[src/rtl/lsps_pkg.sv]
package lsps_pkg;

  localparam int NumSens   = 6;
  localparam int AdcW      = 10;
  localparam int FuncW     = 2;
  localparam int PwmW      = 8;
  localparam int PosW      = 13;
  localparam int StrW      = 13;
  localparam int ThrW      = 13;
  localparam int CfgIdxW   = 3;
  localparam int CfgDataW  = 13;
  localparam int IdxW      = 3;
  localparam int DvdW      = 23;
  localparam int DvsW      = 13;
  localparam int WsumW     = 24;
  localparam int NormW     = 11;

  localparam int ScaleMax  = 1000;
  localparam int AdcTop    = 1023;
  localparam int PwmTop    = 255;

  localparam logic [FuncW-1:0] FUNC_CLEAR = 2'd0;
  localparam logic [FuncW-1:0] FUNC_CAL   = 2'd1;
  localparam logic [FuncW-1:0] FUNC_RUN   = 2'd2;
  localparam logic [FuncW-1:0] FUNC_RSVD  = 2'd3;

  localparam logic [CfgIdxW-1:0] REG_BASE  = 3'd0;
  localparam logic [CfgIdxW-1:0] REG_GAIN  = 3'd1;
  localparam logic [CfgIdxW-1:0] REG_THR   = 3'd2;
  localparam logic [CfgIdxW-1:0] REG_MINR  = 3'd3;
  localparam logic [CfgIdxW-1:0] REG_BLACK = 3'd4;

  localparam logic [PwmW-1:0] BaseReset  = 8'd100;
  localparam logic [PwmW-1:0] GainReset  = 8'd20;
  localparam logic [ThrW-1:0] ThrReset   = 13'd300;
  localparam logic [AdcW-1:0] MinrReset  = 10'd30;

  localparam logic [1:0] DIV_SCALE = 2'd0;
  localparam logic [1:0] DIV_CENT  = 2'd1;
  localparam logic [1:0] DIV_GAIN  = 2'd2;

  typedef struct packed {
    logic            load;
    logic            cal_clr;
    logic            cal_fold;
    logic            div_start;
    logic            acc;
    logic [1:0]      div_sel;
    logic [IdxW-1:0] idx;
    logic            out_load;
    logic            out_zero;
  } lsps_cmd_t;

  typedef struct packed {
    logic [FuncW-1:0] func;
    logic             div_done;
  } lsps_stat_t;

  function automatic logic signed [PosW-1:0] pos_weight(input logic [IdxW-1:0] k);
    logic signed [PosW-1:0] w;
    case (k)
      3'd0:    w = -13'sd2500;
      3'd1:    w = -13'sd1500;
      3'd2:    w = -13'sd500;
      3'd3:    w = 13'sd500;
      3'd4:    w = 13'sd1500;
      default: w = 13'sd2500;
    endcase
    return w;
  endfunction

endpackage

[src/rtl/lsps_div.sv]
module lsps_div import lsps_pkg::*; (
  input  logic            clk,
  input  logic            rst_n,
  input  logic            start,
  input  logic [DvdW-1:0] dividend,
  input  logic [DvsW-1:0] divisor,
  output logic            done,
  output logic [DvdW-1:0] quotient
);

  localparam int CntW = $clog2(DvdW + 1);

  logic [DvdW-1:0] dvd_r;
  logic [DvsW-1:0] dvs_r;
  logic [DvsW-1:0] rem_r;
  logic [CntW-1:0] cnt_r;
  logic            done_r;
  logic [DvsW:0]   shifted;
  logic            fits;

  assign shifted = {rem_r, dvd_r[DvdW-1]};
  assign fits    = shifted >= {1'b0, dvs_r};

  always_ff @(posedge clk) begin
    if (!rst_n) begin
      cnt_r  <= '0;
      done_r <= 1'b0;
    end else begin
      done_r <= 1'b0;
      if (start) begin
        cnt_r <= CntW'(DvdW);
      end else if (cnt_r != '0) begin
        cnt_r <= cnt_r - 1'b1;
        if (cnt_r == CntW'(1)) done_r <= 1'b1;
      end
    end
  end

  always_ff @(posedge clk) begin
    if (start) begin
      dvd_r <= dividend;
      dvs_r <= divisor;
      rem_r <= '0;
    end else if (cnt_r != '0) begin
      // restoring step, quotient bits shift in behind the dividend
      rem_r <= fits ? DvsW'(shifted - {1'b0, dvs_r}) : shifted[DvsW-1:0];
      dvd_r <= {dvd_r[DvdW-2:0], fits};
    end
  end

  assign done     = done_r;
  assign quotient = dvd_r;

endmodule

[src/rtl/lsps_ctrl.sv]
module lsps_ctrl import lsps_pkg::*; (
  input  logic       clk,
  input  logic       rst_n,
  input  logic       in_valid,
  output logic       in_stall,
  output logic       out_valid,
  input  logic       out_stall,
  input  lsps_stat_t stat,
  output lsps_cmd_t  cmd
);

  localparam logic [2:0] S_IDLE   = 3'd0;
  localparam logic [2:0] S_DECODE = 3'd1;
  localparam logic [2:0] S_DSTART = 3'd2;
  localparam logic [2:0] S_DWAIT  = 3'd3;
  localparam logic [2:0] S_FIN    = 3'd4;

  logic [2:0]      state_r, state_nxt;
  logic [IdxW-1:0] k_r, k_nxt;
  logic [1:0]      sel_r, sel_nxt;
  logic            zero_r, zero_nxt;
  logic            out_valid_r, out_valid_nxt;

  always_comb begin
    state_nxt     = state_r;
    k_nxt         = k_r;
    sel_nxt       = sel_r;
    zero_nxt      = zero_r;
    out_valid_nxt = out_valid_r && out_stall;
    cmd           = '0;
    cmd.div_sel   = sel_r;
    cmd.idx       = k_r;
    cmd.out_zero  = zero_r;
    case (state_r)
      S_IDLE: begin
        if (in_valid) begin
          cmd.load  = 1'b1;
          state_nxt = S_DECODE;
        end
      end
      S_DECODE: begin
        zero_nxt  = 1'b1;
        state_nxt = S_FIN;
        case (stat.func)
          FUNC_CLEAR: cmd.cal_clr  = 1'b1;
          FUNC_CAL:   cmd.cal_fold = 1'b1;
          FUNC_RUN: begin
            zero_nxt  = 1'b0;
            k_nxt     = '0;
            sel_nxt   = DIV_SCALE;
            state_nxt = S_DSTART;
          end
          default: ;
        endcase
      end
      S_DSTART: begin
        cmd.div_start = 1'b1;
        state_nxt     = S_DWAIT;
      end
      S_DWAIT: begin
        if (stat.div_done) begin
          cmd.acc   = 1'b1;
          state_nxt = S_DSTART;
          case (sel_r)
            DIV_SCALE: begin
              if (k_r == IdxW'(NumSens - 1)) sel_nxt = DIV_CENT;
              else k_nxt = k_r + 1'b1;
            end
            DIV_CENT: sel_nxt = DIV_GAIN;
            default:  state_nxt = S_FIN;
          endcase
        end
      end
      S_FIN: begin
        if (!out_valid_r || !out_stall) begin
          cmd.out_load  = 1'b1;
          out_valid_nxt = 1'b1;
          state_nxt     = S_IDLE;
        end
      end
      default: state_nxt = S_IDLE;
    endcase
  end

  always_ff @(posedge clk) begin
    if (!rst_n) begin
      state_r     <= S_IDLE;
      k_r         <= '0;
      sel_r       <= DIV_SCALE;
      zero_r      <= 1'b0;
      out_valid_r <= 1'b0;
    end else begin
      state_r     <= state_nxt;
      k_r         <= k_nxt;
      sel_r       <= sel_nxt;
      zero_r      <= zero_nxt;
      out_valid_r <= out_valid_nxt;
    end
  end

  assign in_stall  = state_r != S_IDLE;
  assign out_valid = out_valid_r;

endmodule

[src/rtl/lsps_dp.sv]
module lsps_dp import lsps_pkg::*; (
  input  logic                 clk,
  input  logic                 rst_n,
  input  lsps_cmd_t            cmd,
  output lsps_stat_t           stat,
  input  logic [FuncW-1:0]     in_func,
  input  logic [AdcW-1:0]      in_adc [NumSens],
  input  logic                 cfg_we,
  input  logic [CfgIdxW-1:0]   cfg_index,
  input  logic [CfgDataW-1:0]  cfg_data,
  output logic [PwmW-1:0]      left_pwm,
  output logic [PwmW-1:0]      right_pwm,
  output logic signed [PosW-1:0] centroid,
  output logic [StrW-1:0]      strength_sum,
  output logic                 line_found
);

  logic [PwmW-1:0]  base_r, gain_r;
  logic [ThrW-1:0]  thr_r;
  logic [AdcW-1:0]  minr_r;
  logic             black_r;

  logic [FuncW-1:0] func_r;
  logic [AdcW-1:0]  smp_r  [NumSens];
  logic [AdcW-1:0]  lo_r   [NumSens];
  logic [AdcW-1:0]  hi_r   [NumSens];

  logic                   uncal_r, narrow_r;
  logic signed [WsumW-1:0] wsum_r;
  logic [StrW-1:0]        total_r;
  logic signed [PosW-1:0] pos_r, corr_r;

  logic [PwmW-1:0]        left_r, right_r;
  logic signed [PosW-1:0] opos_r;
  logic [StrW-1:0]        ostr_r;
  logic                   found_r;

  // per-sensor front end
  logic [AdcW-1:0]  s, lo, hi, v, span, off;
  logic             uncal, narrow;
  logic [19:0]      prod;

  always_comb begin
    s      = smp_r[cmd.idx];
    lo     = lo_r[cmd.idx];
    hi     = hi_r[cmd.idx];
    uncal  = lo > hi;
    span   = hi - lo;
    v      = (s < lo) ? lo : ((s > hi) ? hi : s);
    off    = v - lo;
    narrow = (span == '0) || (span < minr_r);
    prod   = off * 10'(ScaleMax);
  end

  // divider operand selection
  logic [DvdW-1:0]  div_dvd;
  logic [DvsW-1:0]  div_dvs;
  logic [DvdW-1:0]  quot;
  logic             div_done;
  logic [WsumW-1:0] wsum_mag;
  logic [PosW-1:0]  pos_mag;

  assign wsum_mag = wsum_r[WsumW-1] ? WsumW'(-wsum_r) : WsumW'(wsum_r);
  assign pos_mag  = pos_r[PosW-1] ? PosW'(-pos_r) : PosW'(pos_r);

  always_comb begin
    case (cmd.div_sel)
      DIV_SCALE: begin
        div_dvd = DvdW'(prod);
        div_dvs = DvsW'(span);
      end
      DIV_CENT: begin
        div_dvd = wsum_mag[DvdW-1:0];
        div_dvs = total_r;
      end
      default: begin
        div_dvd = DvdW'(pos_mag);
        div_dvs = (gain_r == '0) ? DvsW'(1) : DvsW'(gain_r);
      end
    endcase
  end

  lsps_div u_div (
    .clk      (clk),
    .rst_n    (rst_n),
    .start    (cmd.div_start),
    .dividend (div_dvd),
    .divisor  (div_dvs),
    .done     (div_done),
    .quotient (quot)
  );

  // normalized sample
  logic [NormW-1:0]        q, nrm;
  logic signed [WsumW-1:0] wprod;
  logic signed [PosW-1:0]  qsig;

  always_comb begin
    q = uncal_r ? NormW'(ScaleMax) : quot[NormW-1:0];
    if (narrow_r && !uncal_r) nrm = '0;
    else if (black_r)         nrm = NormW'(ScaleMax) - q;
    else                      nrm = q;
    wprod = WsumW'($signed({1'b0, nrm}) * pos_weight(cmd.idx));
    qsig  = $signed(quot[PosW-1:0]);
  end

  // PWM mix
  logic signed [PosW:0] lsum, rsum;
  logic [PwmW-1:0]      lclamp, rclamp;
  logic                 found;

  always_comb begin
    lsum   = $signed({6'b0, base_r}) + (PosW+1)'(corr_r);
    rsum   = $signed({6'b0, base_r}) - (PosW+1)'(corr_r);
    lclamp = lsum < 0 ? '0 : (lsum > PwmTop ? PwmW'(PwmTop) : lsum[PwmW-1:0]);
    rclamp = rsum < 0 ? '0 : (rsum > PwmTop ? PwmW'(PwmTop) : rsum[PwmW-1:0]);
    found  = total_r >= thr_r;
  end

  always_ff @(posedge clk) begin
    if (!rst_n) begin
      base_r  <= BaseReset;
      gain_r  <= GainReset;
      thr_r   <= ThrReset;
      minr_r  <= MinrReset;
      black_r <= 1'b1;
    end else if (cfg_we) begin
      case (cfg_index)
        REG_BASE:  base_r  <= cfg_data[PwmW-1:0];
        REG_GAIN:  gain_r  <= cfg_data[PwmW-1:0];
        REG_THR:   thr_r   <= cfg_data[ThrW-1:0];
        REG_MINR:  minr_r  <= cfg_data[AdcW-1:0];
        REG_BLACK: black_r <= cfg_data[0];
        default: ;
      endcase
    end
  end

  always_ff @(posedge clk) begin
    if (!rst_n) begin
      for (int i = 0; i < NumSens; i++) begin
        lo_r[i] <= AdcW'(AdcTop);
        hi_r[i] <= '0;
      end
    end else if (cmd.cal_clr) begin
      for (int i = 0; i < NumSens; i++) begin
        lo_r[i] <= AdcW'(AdcTop);
        hi_r[i] <= '0;
      end
    end else if (cmd.cal_fold) begin
      for (int i = 0; i < NumSens; i++) begin
        if (smp_r[i] < lo_r[i]) lo_r[i] <= smp_r[i];
        if (smp_r[i] > hi_r[i]) hi_r[i] <= smp_r[i];
      end
    end
  end

  always_ff @(posedge clk) begin
    if (cmd.load) begin
      func_r  <= in_func;
      smp_r   <= in_adc;
      wsum_r  <= '0;
      total_r <= '0;
      pos_r   <= '0;
      corr_r  <= '0;
    end
    if (cmd.div_start && cmd.div_sel == DIV_SCALE) begin
      uncal_r  <= uncal;
      narrow_r <= narrow;
    end
    if (cmd.acc) begin
      case (cmd.div_sel)
        DIV_SCALE: begin
          wsum_r  <= wsum_r + wprod;
          total_r <= total_r + StrW'(nrm);
        end
        DIV_CENT: begin
          if (total_r != '0) pos_r <= wsum_r[WsumW-1] ? -qsig : qsig;
        end
        default: corr_r <= pos_r[PosW-1] ? -qsig : qsig;
      endcase
    end
    if (cmd.out_load) begin
      if (cmd.out_zero) begin
        left_r  <= '0;
        right_r <= '0;
        opos_r  <= '0;
        ostr_r  <= '0;
        found_r <= 1'b0;
      end else begin
        left_r  <= found ? lclamp : '0;
        right_r <= found ? rclamp : '0;
        opos_r  <= pos_r;
        ostr_r  <= total_r;
        found_r <= found;
      end
    end
  end

  assign stat.func     = func_r;
  assign stat.div_done = div_done;
  assign left_pwm      = left_r;
  assign right_pwm     = right_r;
  assign centroid      = opos_r;
  assign strength_sum  = ostr_r;
  assign line_found    = found_r;

endmodule

[src/rtl/line_sensor_position_steering_top.sv]
// One item at a time: the next transaction is taken the cycle after the result loads,
// and the result of an item waits while out_stall holds the previous one pending.
// A run item (func 2) uses the single shared 23-step restoring divider: the 6 range
// scales, the centroid divide and the gain divide run on it in turn.
// Reset (rst_n low, synchronous): calibration min/max go to 1023/0, registers
// take their defaults, the controller returns to idle and no result is pending.
module line_sensor_position_steering_top import lsps_pkg::*; (
  input  logic                   clk,
  input  logic                   rst_n,
  input  logic                   in_valid,
  output logic                   in_stall,
  input  logic [FuncW-1:0]       in_func,
  input  logic [AdcW-1:0]        in_adc_ch1,
  input  logic [AdcW-1:0]        in_adc_ch2,
  input  logic [AdcW-1:0]        in_adc_ch3,
  input  logic [AdcW-1:0]        in_adc_ch4,
  input  logic [AdcW-1:0]        in_adc_ch5,
  input  logic [AdcW-1:0]        in_adc_ch6,
  output logic                   out_valid,
  input  logic                   out_stall,
  output logic [PwmW-1:0]        out_left_pwm,
  output logic [PwmW-1:0]        out_right_pwm,
  output logic signed [PosW-1:0] out_centroid,
  output logic [StrW-1:0]        out_strength_sum,
  output logic                   out_line_found,
  input  logic                   cfg_valid,
  output logic                   cfg_ready,
  input  logic [CfgIdxW-1:0]     cfg_index,
  input  logic [CfgDataW-1:0]    cfg_data
);

  lsps_cmd_t  cmd;
  lsps_stat_t stat;
  logic [AdcW-1:0] adc [NumSens];

  assign adc[0]    = in_adc_ch1;
  assign adc[1]    = in_adc_ch2;
  assign adc[2]    = in_adc_ch3;
  assign adc[3]    = in_adc_ch4;
  assign adc[4]    = in_adc_ch5;
  assign adc[5]    = in_adc_ch6;
  assign cfg_ready = 1'b1;

  lsps_ctrl u_ctrl (
    .clk       (clk),
    .rst_n     (rst_n),
    .in_valid  (in_valid),
    .in_stall  (in_stall),
    .out_valid (out_valid),
    .out_stall (out_stall),
    .stat      (stat),
    .cmd       (cmd)
  );

  lsps_dp u_dp (
    .clk          (clk),
    .rst_n        (rst_n),
    .cmd          (cmd),
    .stat         (stat),
    .in_func      (in_func),
    .in_adc       (adc),
    .cfg_we       (cfg_valid && cfg_ready),
    .cfg_index    (cfg_index),
    .cfg_data     (cfg_data),
    .left_pwm     (out_left_pwm),
    .right_pwm    (out_right_pwm),
    .centroid     (out_centroid),
    .strength_sum (out_strength_sum),
    .line_found   (out_line_found)
  );

endmodule

[config.mk]
export PLATFORM = sky130hd
export DESIGN_NAME = line_sensor_position_steering_top
export DESIGN_NICKNAME = d
export VERILOG_FILES = /design/src/rtl/lsps_pkg.sv /design/src/rtl/lsps_div.sv /design/src/rtl/lsps_ctrl.sv /design/src/rtl/lsps_dp.sv /design/src/rtl/line_sensor_position_steering_top.sv
export SDC_FILE = /design/constraint.sdc
export NUM_CORES = 2
export LEC_CHECK = 0
export BUFFER_PORTS_ARGS = -buffer_cell sky130_fd_sc_hd__clkbuf_2
export CORE_UTILIZATION = 60
export DETAILED_ROUTE_END_ITERATION = 8
export GPL_TIMING_DRIVEN = 0
export PLACE_DENSITY = 0.76
export REMOVE_ABC_BUFFERS = 1
export SLEW_MARGIN = 20
export SYNTH_ARGS = -nofsm -noshare
export SYNTH_HDL_FRONTEND = slang
export SYNTH_SLANG_ARGS = --single-unit
[constraint.sdc]
create_clock -name clk -period 9.8 [get_ports clk]
set_input_delay 0 -clock clk [delete_from_list [all_inputs] [get_ports clk]]
set_output_delay 0 -clock clk [all_outputs]
set_load 0.005 [all_outputs]
==> impl_metrics.ini <==
[timing]
rsz0062_at_grt = no
setup_viol = 0
finalWorstSetupSlack_ns = 0.526
fmax_mhz = 108
period_needed_ns = 9.27
slew_violations = 0
min_period_over_period_pct = 94.6
hold_viol_final = 0
final.setup.tns_ns = 0
worst_pin_slew_ns = 1.12
relSlewSlack_pct = 25.1
clock_skew_ns = 0.0273

[floorplan]
die_w_um = 230
initial_core_util_pct = 60.7
core_region_area_um2 = 51300
row_count = 83
die_area_um2 = 52800
die_h_um = 230
io_pins = 129

[critical_path]
max_stage_delay_ns = 0.64
timing.rr.end = u_dp.u_div.quotient[17]
crit_end = u_dp.u_div.quotient[17]
reg2reg_from = u_ctrl.k_r[0]
cp_slowest_cell = dfxtp_4
path_max_fanout = 24
critPathCaptureType = flip-flop
setup.worst_path.start = u_ctrl.k_r[0]
arrival_ns = 9.72
setup.worst_path.class = reg -> reg
worstRegToRegCells = 31
critPathRequiredTime_ns = 10.25
cp-start-kind = flip-flop
ff2ff_setup_slack_ns = 0.53

[clock_network]
clock_latency_ns = 0.61
cts_tree = done
clock-sinks = 398
cts_buffers = 46
cts_max_path_buffers = 3
cts-root-buf = clkbuf_16
cts.clk_slew.worst_paths_ns = 0.06
h-tree-depth = 2

[synth]
syn_avg_cell_area_um2 = 9.72
synth-async-reset-ratio_pct = 0
synth_cells = 3203
yosys_most_used_dff = edfxtp_1
ys.warnings.count = 0
netlist_area_um2 = 31100
ys_seq_elements = 398
ys_types = 85
ys_seq_area_share_pct = 34.1
synth_edf_count = 265

[detailed_routing]
detail_route.wl_per_cell_um = 21.0
postRouteWirelength_um = 85700
route.vias.total = 24600
drt_first_pass_iters = 6
drc = 0
drtIter0Drc = 1841
viasPerCell = 6.04
ant_nets = 0

[power]
peakVddDrop_uv = 515
p_leak_uw = 0.0156
power_density_nw_per_um2 = 336

[final_layout]
instances_no_fill = 4074
drive_gt1_share_pct = 8.90
design_area_um2 = 34900
area_growth_pct = 12.1
nets = 3924
post-route-util_pct = 68.1

[global_route]
grt_pass1_wl_um = 134000
grt_use_total_pct = 32.6
grt_pass1_vias = 25200
antenna_found_initial = 0
grt_max_degree = 63
grt_overflow = 0

[placement]
placed_area_um2 = 32400
place.gp.congestion = 1.01
port_buffers = 127
dp_slack_ns = 0.150
post-place-cells = 3900
post-dp-hpwl_um = 65600

[run]
drv_cap = 0

[hold_path]
min_path_type = in -> reg
hold_depth = 2
hp-start = rst_n

[run_status]
status = finished, final reports clean
==> worst max-delay path: cells and delay by family (launching register included) <==
family	cells	cell delay (ns)
AO/OA/AOI/OAI	11	2.36
adder cells (fa/ha/maj)	8	2.93
multiplexers	2	0.93
XOR/XNOR	1	0.53
AND/OR/NAND/NOR	7	1.57
flip-flops	1	0.64
buffers and inverters	2	0.11
==> layout by cell type (no fill, tap or decap), types with 28 or more instances in the layout <==
master         netlist  final
mux2i_1             61     61
and2_1              57     57
o211ai_1            30     30
clkbuf_2             1    126
o21ai_0            161    160
fa_1               163    163
nor2_1             182    179
nand2b_1            42     42
nor3_1              44     44
edfxtp_1           265    265
mux4_2              28     28
a21oi_1            112    111
xnor2_1             64     62
nand3_1             46     45
o21a_1              38     38
nand2_1            287    286
nor2b_1             50     49
a21boi_0            40     40
clkbuf_16            0     47
a21o_1              77     77
ha_1               322    322
or2_1               42     42
dlygate4sd3_1        0     82
inv_1              442    439
dfxtp_1            133    125
xor2_1              71     71
==> Yosys cell counts, drive strengths merged (13+ instances only) <==
master	count	area [um^2]
a211oi	26	195
nor3	46	240
o21a	38	285
nand2	287	1080
mux4	28	631
o21ai	184	921
buf	21	114
fa	163	3260
edfxtp	265	7960
inv	443	1660
a21o	77	578
nor2b	50	313
nand4	20	125
a21boi	42	315
nor2	182	683
nand3	46	230
clkbuf	97	365
o31ai	28	210
dfxtp	133	2660
nand2b	42	263
nor4	13	81.3
or3	19	134
or2	53	332
o211ai	30	225
xnor2	64	561
a21oi	112	561
ha	322	4030
a31oi	16	100
xor2	71	622
and2	57	357
mux2i	61	611
or4	17	128
==> cell families (layout without fill, tap and decap cells) <==
kind of cell | Yosys count | after routing | synth area share, %
xor gates and xnor gates | 135 | 135 | 3.80
other | 1 | 2 | 0.0120
and+or+nand+nor | 861 | 861 | 13.4
AOI/OAI and AO/OA | 669 | 669 | 14.3
buffers and inverters | 562 | 752 | 6.89
muxes | 92 | 92 | 4.09
DFF | 398 | 398 | 34.1
adders and majority gates | 485 | 485 | 23.4
==> what timing repair did <==
action | CTS | global route
buffers inserted | 0 | 6
endpoints found under the hold margin | 126 | 0
setup endpoints to repair | 0 | 7
resized for setup | 0 | 6
hold buffers | 82 | 0
==> report_power, final <==
group | switching, uW | leakage, uW | internal, uW
registers | 201 | 0.00352 | 1980
logic | 4480 | 0.0113 | 3250
clock network | 753 | 0.000768 | 1060
total | 5440 | 0.0156 | 6280
==> final cells by class <==
cell class,instances,area [um^2]
Multi-Input combinational cell,2243,18500
Fill cell,3933,16400
Sequential cell,398,10600
Timing Repair Buffer,223,1690
Inverter,444,1670
Clock buffer,55,1260
Tap cell,680,851
Clock inverter,30,337
Antenna cell,1,2.50
==> worst min path at each step <==
stage                     endpoint  slack, ns
detailed placement  u_dp.smp_r[40]       0.18
global placement    u_dp.smp_r[35]       0.18
finish                u_dp.black_r       0.03
floorplan             u_dp.black_r       0.06
global route        u_dp.base_r[2]       0.08
CTS                 u_dp.smp_r[49]       0.08
==> per-stage QoR <==
step           hold WS (ns)  power (uW)
3_5_place_dp          0.179        9810
5_1_grt              0.0764       12800
2_1_floorplan        0.0619        8060
3_3_place_gp          0.176        9430
6_report             0.0315       11700
4_1_cts              0.0763       11700
==> metal layers <==
layer	part of all wire, %	wire length [um]	vias to the layer above	GRT usage [%]
met5	0	0	-	0
met4	5.5	4750	0	17.7
met3	6.4	5500	270	4.41
met2	48	41500	959	55.1
met1	40	33900	12000	40.5
li1	-	-	11400	-
==> flip-flops by register name (all words and copies together), names as in the netlist, 2 cells and up, named ones only <==
signal,count
u_ctrl.k_r,3
u_ctrl.sel_r,2
u_ctrl.state_r,3
u_dp.base_r,8
u_dp.centroid,13
u_dp.corr_r,13
u_dp.func_r,2
u_dp.gain_r,8
u_dp.hi_r,60
u_dp.left_pwm,8
u_dp.lo_r,60
u_dp.minr_r,10
u_dp.pos_r,13
u_dp.right_pwm,8
u_dp.smp_r,60
u_dp.strength_sum,13
u_dp.thr_r,13
u_dp.total_r,13
u_dp.u_div.cnt_r,5
u_dp.u_div.dvs_r,13
u_dp.u_div.quotient,23
u_dp.u_div.rem_r,13
u_dp.wsum_r,24
(Power assumes the default switching activity.)
